===== config.mk =====
export PLATFORM = sky130hd
export DESIGN_NAME = ffbp_cell
export DESIGN_NICKNAME = d
export VERILOG_FILES = /design/src/ffbp_pkg.sv /design/src/ffbp_cell.sv
export SDC_FILE = /design/constraint.sdc
export NUM_CORES = 1
export LEC_CHECK = 0
export ABC_AREA = 1
export BUFFER_PORTS_ARGS = -buffer_cell sky130_fd_sc_hd__buf_2
export CORE_UTILIZATION = 35
export CTS_BUF_LIST = sky130_fd_sc_hd__clkbuf_4
export DETAILED_ROUTE_END_ITERATION = 10
export PLACE_DENSITY = 0.57
export SYNTH_ARGS = -nofsm -noshare
export SYNTH_HDL_FRONTEND = slang
export SYNTH_SLANG_ARGS = --single-unit

===== constraint.sdc =====
create_clock -name i_clk -period 10.3 [get_ports i_clk]
set_input_delay 2.06 -clock i_clk [delete_from_list [all_inputs] [get_ports i_clk]]
set_output_delay 2.06 -clock i_clk [all_outputs]
set_load 0.02 [all_outputs]

===== src/ffbp_pkg.sv =====
package ffbp_pkg;

    localparam int MAX_BLOCKS    = 16;
    localparam int BLOCK_INDEX_W = 4;
    localparam int SIZE_W        = 32;
    localparam int CAP_W         = 33;

    localparam logic [CAP_W-1:0]  ALIGN_BYTES       = CAP_W'(1024 * 1024);
    localparam logic [SIZE_W-1:0] DEFAULT_BLOCK_RST = SIZE_W'(67108864);

    typedef enum logic [1:0] {
        ST_FIT   = 2'd0,
        ST_NEW   = 2'd1,
        ST_FULL  = 2'd2,
        ST_RESET = 2'd3
    } t_status;

    typedef enum logic {
        OP_ALLOC = 1'b0,
        OP_RESET = 1'b1
    } t_op;

    // request token walking down the cell chain
    typedef struct packed {
        logic                     live;
        logic                     done;
        logic [SIZE_W-1:0]        size;
        logic [CAP_W-1:0]         cap;
        t_status                  status;
        logic [BLOCK_INDEX_W-1:0] index;
        logic [CAP_W-1:0]         offset;
    } t_token;

endpackage


===== src/ffbp_cell.sv =====
module ffbp_cell (
    input  logic                                i_clk,
    input  logic                                i_rst_n,
    input  logic                                i_clear,
    input  logic [ffbp_pkg::BLOCK_INDEX_W-1:0]  i_index,
    input  ffbp_pkg::t_token                    i_tok,
    output ffbp_pkg::t_token                    o_tok
);

    logic                         r_open;
    logic                         n_open;
    logic [ffbp_pkg::CAP_W-1:0]   r_cap;
    logic [ffbp_pkg::CAP_W-1:0]   n_cap;
    logic [ffbp_pkg::CAP_W-1:0]   r_used;
    logic [ffbp_pkg::CAP_W-1:0]   n_used;
    ffbp_pkg::t_token             r_tok;
    ffbp_pkg::t_token             n_tok;
    logic [ffbp_pkg::CAP_W-1:0]   w_free;
    logic                         w_fits;

    always_comb begin
        w_free = (r_cap >= r_used) ? (r_cap - r_used) : '0;
        w_fits = r_open && (w_free >= ffbp_pkg::CAP_W'(i_tok.size));
    end

    always_comb begin
        n_open = r_open;
        n_cap  = r_cap;
        n_used = r_used;
        n_tok  = i_tok;
        if (i_tok.live && !i_tok.done) begin
            if (r_open) begin
                if (w_fits) begin
                    n_used       = r_used + ffbp_pkg::CAP_W'(i_tok.size);
                    n_tok.done   = 1'b1;
                    n_tok.status = ffbp_pkg::ST_FIT;
                    n_tok.index  = i_index;
                    n_tok.offset = r_used;
                end
            end else begin
                // open blocks form a prefix, so the first closed cell is the next block
                n_open       = 1'b1;
                n_cap        = i_tok.cap;
                n_used       = ffbp_pkg::CAP_W'(i_tok.size);
                n_tok.done   = 1'b1;
                n_tok.status = ffbp_pkg::ST_NEW;
                n_tok.index  = i_index;
                n_tok.offset = '0;
            end
        end
        if (i_clear) begin
            n_open = 1'b0;
        end
    end

    always_ff @(posedge i_clk) begin
        if (!i_rst_n) begin
            r_open <= 1'b0;
            r_tok  <= '0;
        end else begin
            r_open <= n_open;
            r_tok  <= n_tok;
        end
    end

    always_ff @(posedge i_clk) begin
        r_cap  <= n_cap;
        r_used <= n_used;
    end

    assign o_tok = r_tok;

endmodule


# --- After elaboration in Yosys (flattened, before gate mapping) ---
# Cells that the tools add are included.
classes:
  muxes: 9
  eq_ne: 1
  n_reduce_logical: 6
  bitwise_logic: 2
  order_cmp: 2
  addsub: 2
op_table:
  columns: ["cell", "count"]
  rows:
  - ["39-bit two-way mux", 3]
  - ["33-bit two-way mux", 2]
  - ["33-bit by 32-bit adder with 33-bit output", 1]
  - ["33-bit by 32-bit >= comparator with 1-bit output", 1]
  - ["33-bit >= comparator", 1]
  - ["33-bit subtractor", 1]
  - ["32-bit two-way mux", 1]
  - ["2-bit AND reduction", 2]
  - ["1-bit two-way mux", 3]
  - ["1-bit logical AND", 2]
  - ["2-bit by 1-bit inequality test with 1-bit output, second input constant", 1]
  - ["1-bit inverter", 2]
  - ["2-bit OR reduction", 1]
  - ["1-bit zero test", 1]
totals:
  regBits: 173
  out_inout_bits: 106

# --- Longest topological paths before layout ---
# Gate-level depths: netlist of run 1.
logic_depth:
  word_depth: 7
  depth_mapped: 35
  depth_no_buf: 33

# --- Least setup slack after synthesis of run 1 ---
# Ideal clock, no wire load.
synth_path:
  kind: "input -> register"
  from: "input i_tok[88] (netlist name)"
  to: "register r_used[0] (netlist name), enable pin"
  slack_ps: 5706
  arrival_time_ps: 4205
  t_required_ps: 9911
  path_stages: 18
  setup_time_ps: 389
  cell_sequence: "inv_1 ha_1 nand2_1 nor2_1 inv_1 nor2_1 nand2_1 nand3_1 nand2_1 nand2_1 nand2_1 nand2_1 nand2_1 nand2_1 nand2_1 nand3_1 nand2_2 inv_1"
synth_via:
  elab_chain_len: 4
synth_lines:
  columns: ["element", "line_no", "rtl"]
  rows:
  - ["start: declaration", "ffbp_cell.sv:6", "input ffbp_pkg::t_token i_tok,"]
  - ["33-bit by 32-bit >= comparator with 1-bit output", "ffbp_cell.sv:23", "w_fits = r_open && (w_free >= ffbp_pkg::CAP_W'(i_tok.size));"]
  - ["1-bit logical AND", "ffbp_cell.sv:23", null]
  - ["2-bit by 1-bit inequality test with 1-bit output (no line)", null, null]
  - ["2-bit AND reduction (no line)", null, null]
  - ["end signal: assignment", "ffbp_cell.sv:68", "r_used <= n_used;"]
  - ["end: declaration", "ffbp_cell.sv:14", "logic [ffbp_pkg::CAP_W-1:0] r_used;"]
# Every way passes these cells.
# A chain may end at the register's enable or synchronous reset.

# --- Worst setup path after layout of run 1 ---
layout_path:
  from: "register r_used[0] (netlist name)"
  to: "register r_used[29] (netlist name), enable pin"
layout_via:
  elab_chain_len: 6
  word_cells_on_any_way: 7
layout_lines:
  columns: ["element", "line_no", "rtl"]
  rows:
  - ["33-bit subtractor or 33-bit >= comparator (tied branches)", "ffbp_cell.sv:22", "w_free = (r_cap >= r_used) ? (r_cap - r_used) : '0;"]
  - ["33-bit two-way mux (*)", "ffbp_cell.sv:22", null]
  - ["33-bit by 32-bit >= comparator with 1-bit output (*)", "ffbp_cell.sv:23", null]
  - ["1-bit logical AND (*)", "ffbp_cell.sv:23", null]
  - ["2-bit by 1-bit inequality test with 1-bit output (no line) (*)", null, null]
  - ["2-bit AND reduction (no line) (*)", null, null]
# Mark *: on every way between the ends. The rest lies on a longest branch, timed or not.

==> results_dict.tcl, run 1 <==
set metrics [dict create \
    status "finished, final reports clean" \
    skew_ns 0.0343 \
    wire_per_inst_um 16.1 \
    dp_hpwl_mm 25.1 \
    r2r_cells 30 \
    post-route-period-util_pct 54.3 \
    netlist_instances 1374 \
    num_rows 62 \
    synthToLayoutAreaGrowth_pct 16.7 \
    grt_antenna_before_repair 1 \
    place_congestion 0.895 \
    timing.critical_path.max_delay_family "simple AND/OR/NAND/NOR gates" \
    vias 9497 \
    cts_max_level 4 \
    slew-limit-headroom_pct 28.7 \
    critPathRequiredTime_ns 10.56 \
    cap_violations 0 \
    ios 219 \
    worstMarginPinSlew_ns 1.06 \
    max_freq_mhz 179 \
    crit_type "reg2reg" \
    portBuffers 218 \
    clock_sink_count 173 \
    fin_crit_ns 5.59 \
    dp_slack_ns 4.72 \
    initial_core_util_pct 36.0 \
    drt_first_iter_violations 860 \
    timing.rr.start "r_used[0]" \
    insertion_delay_ns 0.64 \
    grt_pass1_vias 9004 \
    cts_resized 0 \
    crit_top_cell "nand2_1" \
    dr.pass1.iters 8 \
    die_h_um 175 \
    path_depth 30 \
    cts_buffers 17 \
    nets 1796 \
    syn_area_per_cell_um2 7.62 \
    grt_pass1_wl_mm 49.0 \
    r2r_slack_ns 4.71 \
    cp-end-kind "flip-flop" \
    ys_ff_latch 173 \
    antenna_left 0 \
    vias_per_cell 4.79 \
    yosysWarnings 0 \
    stdcell_count 1983 \
    vdd_drop_max_mv 0.0624 \
    cts_tree "done" \
    hold_path_end "o_tok[1]" \
    slew_viol_final 0 \
    grt.overflow.total 0 \
    setup_viol 0 \
    clkTransAtPathRegs_ns 0.13 \
    hold_viol 0 \
    max_stage_delay_ns 0.51 \
    dpl.cell_count 1949 \
    synth_cell_types 45 \
    hold_start "r_used[1]" \
    wl_mm 32.0 \
    hold_path.class "reg2reg" \
    path_buf_inv 4 \
    nFillCells 3051 \
    grt_max_degree 66 \
    hold_depth 2 \
    p_per_area_nw_per_um2 133 \
    hold_buffers 0 \
    worst_path_max_delay_cell "edfxtp_1" \
    synth_fp_nets 1586 \
    dieWidth_um 175 \
    r2r-end "r_used[29]" \
    setup_slack_ns 4.71 \
    cts_root_buffer "clkbuf_4" \
    synth_area_um2 10500 \
    synth-seq-area-share_pct 39.4 \
    drc_errors 0 \
    grt_setup_unrepaired "false" \
    drive_above_1_share_pct 18.0 \
    postCtsSetupRepairBufs 0 \
    die_area_um2 30600 \
    startpoint_type "flip-flop" \
    track_usage_pct 21.1 \
    p_leak_nw 6.46 \
    cp_max_fo 36 \
    core_area_um2 29100 \
    clockBufferDepth 2 \
    crit_arrival_ns 5.86 \
    fin_tns_setup_ns 0 \
]
==> cell usage in the layout (no fill, tap or decap), drive strengths merged, types with 3 or more instances in the layout <==
cell and instances:
o21ai 77, buf 221, nor4 7, or2 16, clkbuf 21, a211oi 4, a21oi 104, a21boi 4
xor2 20, o21bai 11, nor2 125, edfxtp 66, clkinv 6, dfxtp 107, nor3 16, ha 97
inv 210, nand2 317, xnor2 14, nand4 17, a21o 11, bufinv 3, nand3 105
==> where the power goes <==
| part | leakage (nW) | switching, mW | internal (mW) |
|---|---|---|---|
| logic | 4.79 | 0.280 | 0.149 |
| clock network | 0.164 | 0.256 | 0.179 |
| registers | 1.51 | 0.0171 | 0.750 |
==> synthesized netlist by cell type, drive strengths merged <==
library cell | n | area [µm²]
ha | 97 | 1210
o22ai | 2 | 12.5
a211oi | 4 | 30.0
edfxtp | 66 | 1980
a41oi | 1 | 8.76
a21boi | 4 | 30.0
inv | 207 | 777
dfxtp | 107 | 2140
fa | 2 | 40.0
o21bai | 11 | 82.6
o21ai | 77 | 389
o311ai | 2 | 17.5
clkinv | 2 | 7.51
nand4 | 17 | 106
nor3 | 16 | 80.1
xor2 | 20 | 175
nor4 | 7 | 43.8
a21o | 11 | 83.8
o21a | 2 | 15.0
xnor2 | 14 | 123
buf | 13 | 97.6
nand2 | 317 | 1230
clkbuf | 17 | 63.8
nand3 | 105 | 543
nand3b | 2 | 15.0
a211o | 1 | 8.76
a21oi | 104 | 521
nor3b | 1 | 7.51
and2 | 1 | 6.26
a31oi | 2 | 12.5
a2111oi | 1 | 8.76
nor2 | 125 | 490
or2 | 16 | 100
==> stage by stage <==
stage / utilization (%) / hold slack [ns] / total power, mW / area, µm²
after floorplan: - / 0.491 / 1.07 / 10500
after global placement: 40.9 / 0.546 / 1.21 / 11900
after detailed placement: 40.9 / 0.543 / 1.21 / 11900
after CTS: 42.0 / 0.576 / 1.65 / 12200
after global routing: 42.0 / 0.635 / 1.73 / 12200
final: 42.0 / 0.585 / 1.63 / 12200
==> worst reg2reg max path: cells and delay by family, from the launching register on <==
kind            cells  cell delay, ns
compound gates      5            0.77
xor+xnor            1            0.22
fa+ha+maj           3            0.91
buf+inv             4            0.87
flops               1            0.51
simple gates       17            1.95
==> worst max path at each step <==
stage	startpoint	endpoint	slack, ns
after floorplan	i_tok[88]	r_used[0]	5.71
after global placement	r_used[0]	r_used[6]	4.73
after detailed placement	r_used[0]	r_used[6]	4.72
after CTS	r_used[0]	r_used[29]	4.68
after global routing	r_used[0]	r_used[29]	4.07
final	r_used[0]	r_used[29]	4.71
==> per-layer routing <==
layer	GRT usage [%]	up-vias	part of all wire [%]
li1	-	4921	-
met1	30.7	4225	50
met2	30.9	320	42
met3	3.89	31	5.8
met4	7.17	0	1.9
met5	0	-	0
==> flip-flops by register name, summed over array words and instances (netlist names) <==
| register | count |
|---|---|
| o_tok | 106 |
| r_cap | 33 |
| r_used | 33 |
| r_open | 1 |
==> cells by family after synthesis <==
kind of cell,Yosys count,share of synthesized area (%)
xor+xnor,34,2.84
simple gates,607,25.1
fa+ha+maj,99,12.0
flops,173,39.4
compound gates,222,11.7
buf+inv,239,9.04
==> layout make-up <==
type                            count  area [µm²]  share of cell area (%)
Clock inverter                     11         140                    1.15
Multi-Input combinational cell    962        5410                    44.3
Inverter                          209         785                    6.42
Timing Repair Buffer              221        1120                    9.14
Clock buffer                       21         158                    1.29
Tap cell                          384         480                    3.93
Antenna cell                        2        5.00                  0.0410
Sequential cell                   173        4120                    33.8
No activity file was read; power rests on OpenSTA's default activity.
==> run 2: changes to the inputs <==
- ABC_AREA: 1 -> 0
- PLACE_DENSITY: 0.57 -> 0.6
- clock period: 10.3 -> 4.9 ns (I/O delays scaled with it)
==> results_dict.tcl, run 2 <==
set metrics [dict create \
    grt_setup_unrepaired "true" \
    drt_first_iter_violations 616 \
    cp-end-kind "flip-flop" \
    dp_hpwl_mm 21.7 \
    drc_errors 0 \
    netlist_instances 995 \
    vdd_drop_max_mv 0.132 \
    cp_max_fo 8 \
    grt_pass1_wl_mm 43.5 \
    r2r_cells 22 \
    max_stage_delay_ns 0.53 \
    startpoint_type "flip-flop" \
    clock_sink_count 173 \
    slew-limit-headroom_pct 59.0 \
    path_cells "ha_4 -> nor2b_2 -> o31ai_2 -> or4b_4 -> a21oi_4 -> o21ai_2 -> a31oi_4 -> o211ai_1 -> a31oi_1 -> mux2i_1 -> ha_1 -> and4_4 -> a221oi_2 -> nor2_1 -> o21ai_1 -> a31oi_1 -> o32ai_2 -> buf_4 -> o2bb2ai_4 -> buf_12 -> clkbuf_16 -> a32o_1" \
    final_common_cell "buf_2" \
    cts_max_level 4 \
    die_h_um 169 \
    synthToLayoutAreaGrowth_pct 26.9 \
    clkTransAtPathRegs_ns 0.16 \
    grt_antenna_before_repair 2 \
    critPathRequiredTime_ns 5.37 \
    path_buf_inv 3 \
    ys_top_cells_by_area "dfxtp_1, edfxtp_1, ha_1" \
    grt_max_degree 58 \
    nets 1506 \
    max_freq_mhz 198 \
    setup_viol 71 \
    vias 8438 \
    crit_end "o_tok[32]" \
    stdcell_count 1680 \
    crit_type "reg2reg" \
    slew_viol_final 0 \
    timing.rr.start "r_cap[1]" \
    num_rows 60 \
    timing.critical_path.max_delay_family "compound AO/OA/AOI/OAI gates" \
    crit_start "r_cap[1]" \
    yosysTopAreaCell "dfxtp_1" \
    worst_path_max_delay_cell "edfxtp_1" \
    synth-edff-count 66 \
    synth_fp_nets 1207 \
    core_area_um2 27100 \
    drive_above_1_share_pct 28.8 \
    synth_most_common_cell "dfxtp_1" \
    syn_area_per_cell_um2 9.78 \
    async_flop_share_pct 0 \
    dpl.cell_count 1638 \
    portBuffers 218 \
    synth_cell_types 69 \
    dr.pass1.iters 5 \
    largest_register_ffs 106 \
    netlist.area_leader.share_pct 22.0 \
    antenna_left 0 \
    p_per_area_nw_per_um2 286 \
    p_leak_nw 5.78 \
    grt.overflow.total 0 \
    synthTopCellsByCount "dfxtp_1, ha_1, inv_1, and2_1, nand2_1" \
    crit_arrival_ns 5.51 \
    hold_viol 0 \
    timing.hold.ws_ns 0.570 \
    ys_ff_latch 173 \
    die_area_um2 28500 \
    status "complete, but fails checks" \
    cts_tree "done" \
    cts_root_buffer "clkbuf_4" \
    fin_crit_ns 5.04 \
    vias_per_cell 5.02 \
    crit_top_cell "a31oi_1" \
    synth-seq-area-share_pct 42.4 \
    cts_buffers 17 \
    path_depth 22 \
    cap_violations 0 \
    yosysWarnings 0 \
    clockBufferDepth 2 \
    wire_per_inst_um 17.2 \
    hold_path.class "reg2reg" \
    place_congestion 0.905 \
    violations "negative setup slack" \
    track_usage_pct 19.7 \
    r2r_slack_ns -0.14 \
    wl_mm 28.9 \
    grt_pass1_vias 7916 \
    dieWidth_um 169 \
    initial_core_util_pct 35.9 \
    post-route-period-util_pct 103 \
    r2r-end "o_tok[32]" \
    worstMarginPinSlew_ns 0.609 \
    synth_ff_type "dfxtp_1" \
    setup_slack_ns -0.143 \
    skew_ns 0.0268 \
    insertion_delay_ns 0.59 \
    synth_area_um2 9730 \
    mostFrequentLayoutCells "buf_2, dfxtp_1, ha_1" \
    ios 219 \
]
-- run 2: kinds of logic after synthesis --
| family | synth area share [%] |
|---|---|
| AOI/OAI and AO/OA | 19.7 |
| xor gates and xnor gates | 4.23 |
| adders and majority gates | 12.9 |
| buffers and inverters | 4.64 |
| DFF | 42.4 |
| muxes | 1.76 |
| and+or+nand+nor | 14.4 |
-- run 2: final cells by class --
cell class	instances	area, µm²
Inverter	84	319
Multi-Input combinational cell	709	5290
Clock buffer	18	135
Fill cell	2614	14700
Clock inverter	14	116
Tap cell	372	465
Antenna cell	1	2.50
Sequential cell	173	4130
Timing Repair Buffer	309	1900
-- run 2: worst min path at each step --
stage	start	depth (start not counted)	end
floorplan	r_used[32]	1	o_tok[32]
global placement	r_used[32]	1	o_tok[32]
detailed placement	r_used[32]	1	o_tok[32]
CTS	i_tok[66]	1	r_cap[27]
global route	i_tok[43]	1	r_cap[4]
finish	r_used[32]	1	o_tok[32]
-- run 2: where the power goes --
group | switching, mW | internal (mW)
logic | 0.629 | 0.476
registers | 0.0337 | 1.59
clock network | 0.549 | 0.259
-- run 2: stage by stage --
stage	util, %	instance area [µm²]	power (mW)	setup WS (ns)	setup TNS, ns
after floorplan	-	9800	2.34	-0.361	-11.92
after global placement	43.8	11900	2.71	-0.121	-6.97
after detailed placement	43.8	11900	2.72	-0.263	-16.88
after CTS	45.1	12200	3.55	-0.0897	-4.04
after global routing	45.6	12400	3.73	-0.429	-28.66
final	45.6	12400	3.53	-0.143	-7.07
-- run 2: per-layer routing --
layer	track usage (%)	part of all wire, %	wire length, µm	vias to the layer above
li1	-	-	-	4182
met1	29.0	50	14600	3996
met2	29.9	43	12500	233
met3	2.60	4.6	1330	27
met4	5.34	1.8	512	0
met5	0	0	0	-
-- run 2: what timing repair did --
item,in CTS,in global routing
resized for setup,11,6
cloned,0,4
buffers inserted,2,4
pin swaps,5,4
hold endpoints to repair,0,0
setup endpoints to repair,71,73
hold buffers,0,0
==> run 3: changes to the inputs <==
- GPL_ROUTABILITY_DRIVEN: unset -> 0
- GPL_TIMING_DRIVEN: unset -> 0
==> results_dict.tcl, run 3 (same netlist as run 2, synthesis figures left out) <==
set metrics [dict create \
    status "complete, but fails checks" \
    violations "negative setup slack" \
    post-route-period-util_pct 110 \
    die_area_um2 28500 \
    startpoint_type "flip-flop" \
    cap_violations 0 \
    ios 219 \
    grt_antenna_before_repair 1 \
    timing.hold.ws_ns 0.551 \
    grt_pass1_wl_mm 44.0 \
    max_stage_delay_ns 0.52 \
    worst_path_max_delay_cell "or4b_4" \
    largest_register_ffs 106 \
    dr.pass1.iters 5 \
    grt.overflow.total 0 \
    die_h_um 169 \
    cts_tree "done" \
    critPathRequiredTime_ns 5.29 \
    skew_ns 0.0288 \
    core_area_um2 27100 \
    max_freq_mhz 185 \
    setup_viol 73 \
    portBuffers 218 \
    worstMarginPinSlew_ns 0.887 \
    nets 1485 \
    cp_max_fo 14 \
    p_per_area_nw_per_um2 290 \
    cts_max_level 4 \
    mostFrequentLayoutCells "buf_2, dfxtp_1, ha_1" \
    grt_pass1_vias 7935 \
    path_cells "inv_2 -> ha_4 -> nor2b_2 -> o31ai_4 -> or4b_4 -> a21oi_4 -> o21ai_2 -> a31oi_4 -> o211ai_1 -> a31oi_1 -> mux2i_1 -> ha_1 -> and4_1 -> a221oi_4 -> nor2_1 -> o21ai_2 -> a31oi_4 -> o32ai_4 -> a21oi_2 -> a21oi_2 -> buf_6 -> clkinvlp_4 -> buf_12" \
    stdcell_count 1659 \
    fin_crit_ns 5.39 \
    antenna_left 0 \
    crit_type "reg2reg" \
    cts_root_buffer "clkbuf_4" \
    hold_viol 0 \
    grt_setup_unrepaired "true" \
    setup_slack_ns -0.491 \
    wire_per_inst_um 17.4 \
    p_leak_nw 5.66 \
    initial_core_util_pct 35.9 \
    vias_per_cell 5.04 \
    wl_mm 28.9 \
    cts_buffers 17 \
    drt_first_iter_violations 503 \
    drive_above_1_share_pct 26.8 \
    dpl.cell_count 1586 \
    grt_max_degree 35 \
    final_common_cell "buf_2" \
    track_usage_pct 20.4 \
    vdd_drop_max_mv 0.139 \
    vias 8363 \
    drc_errors 0 \
    insertion_delay_ns 0.61 \
    clkTransAtPathRegs_ns 0.17 \
    synthToLayoutAreaGrowth_pct 26.6 \
    dieWidth_um 169 \
    dp_hpwl_mm 22.0 \
    cp-end-kind "flip-flop" \
    fin_tns_setup_ns -32.44 \
    num_rows 60 \
    clock_sink_count 173 \
    hold_path.class "in2reg" \
    clockBufferDepth 2 \
    crit_arrival_ns 5.78 \
    slew_viol_final 0 \
    slew-limit-headroom_pct 40.9 \
]
[run 3: what timing repair did]
item / CTS / global route
cloned: 3 / 0
endpoints found under the setup margin: 73 / 73
hold buffers: 0 / 0
hold endpoints to repair: 0 / 0
resized for setup: 36 / 20
setup buffers: 31 / 7
pin swaps: 39 / 9
[run 3: metal layers]
layer | part of all wire, % | track usage [%] | vias to the layer above
met1 | 48 | 28.3 | 3908
met5 | 0 | 0 | -
li1 | - | - | 4164
met4 | 1.5 | 6.01 | 0
met3 | 5.2 | 3.23 | 27
met2 | 45 | 32.4 | 264
[run 3: worst max-delay path, delay by kind of cell, from the launching register on]
kind / cells / cell delay, ns
AO/OA/AOI/OAI: 12 / 2.36
adder cells (fa/ha/maj): 2 / 0.51
buffers and inverters: 4 / 0.58
flip-flops: 1 / 0.45
multiplexers: 1 / 0.30
AND/OR/NAND/NOR: 4 / 0.95
[run 3: final timing paths]
kind / start / endpoint / slack (ns) / cells after the start
max reg2reg: r_used[1] / r_used[30] / -0.49 / 23
max: r_used[1] / r_used[30] / -0.49 / 23
min: i_tok[45] / r_cap[6] / 0.55 / 1
min reg2reg: r_used[26] / o_tok[26] / 0.58 / 1
[run 3: final cells by class]
class                   count  area (µm²)
plain buffers              29         196
fillers                  2591       14800
multi-input cells         709        5400
diodes                      1        2.50
clock inverters            15         138
inverters                  84         319
well taps                 372         465
repair inverters            1        7.51
clock buffers              17         128
repair buffers            258        1530
flip-flops and latches    173        4120
[run 3: report_power, final]
part           total, mW  switching [mW]  internal (mW)
sequential          1.63          0.0459           1.59
clock              0.840           0.581          0.259
combinational       1.10           0.620          0.476
total               3.57            1.25           2.32
[run 3: per-stage QoR]
step	setup slack [ns]	cell area [µm²]	util (%)	total power [mW]
after CTS	-0.550	12200	44.9	3.57
after detailed placement	-1.90	11400	42.0	2.64
after global routing	-0.718	12300	45.4	3.77
final	-0.491	12300	45.4	3.57
after global placement	-1.91	11400	41.9	2.62
after floorplan	-0.361	9800	-	2.34
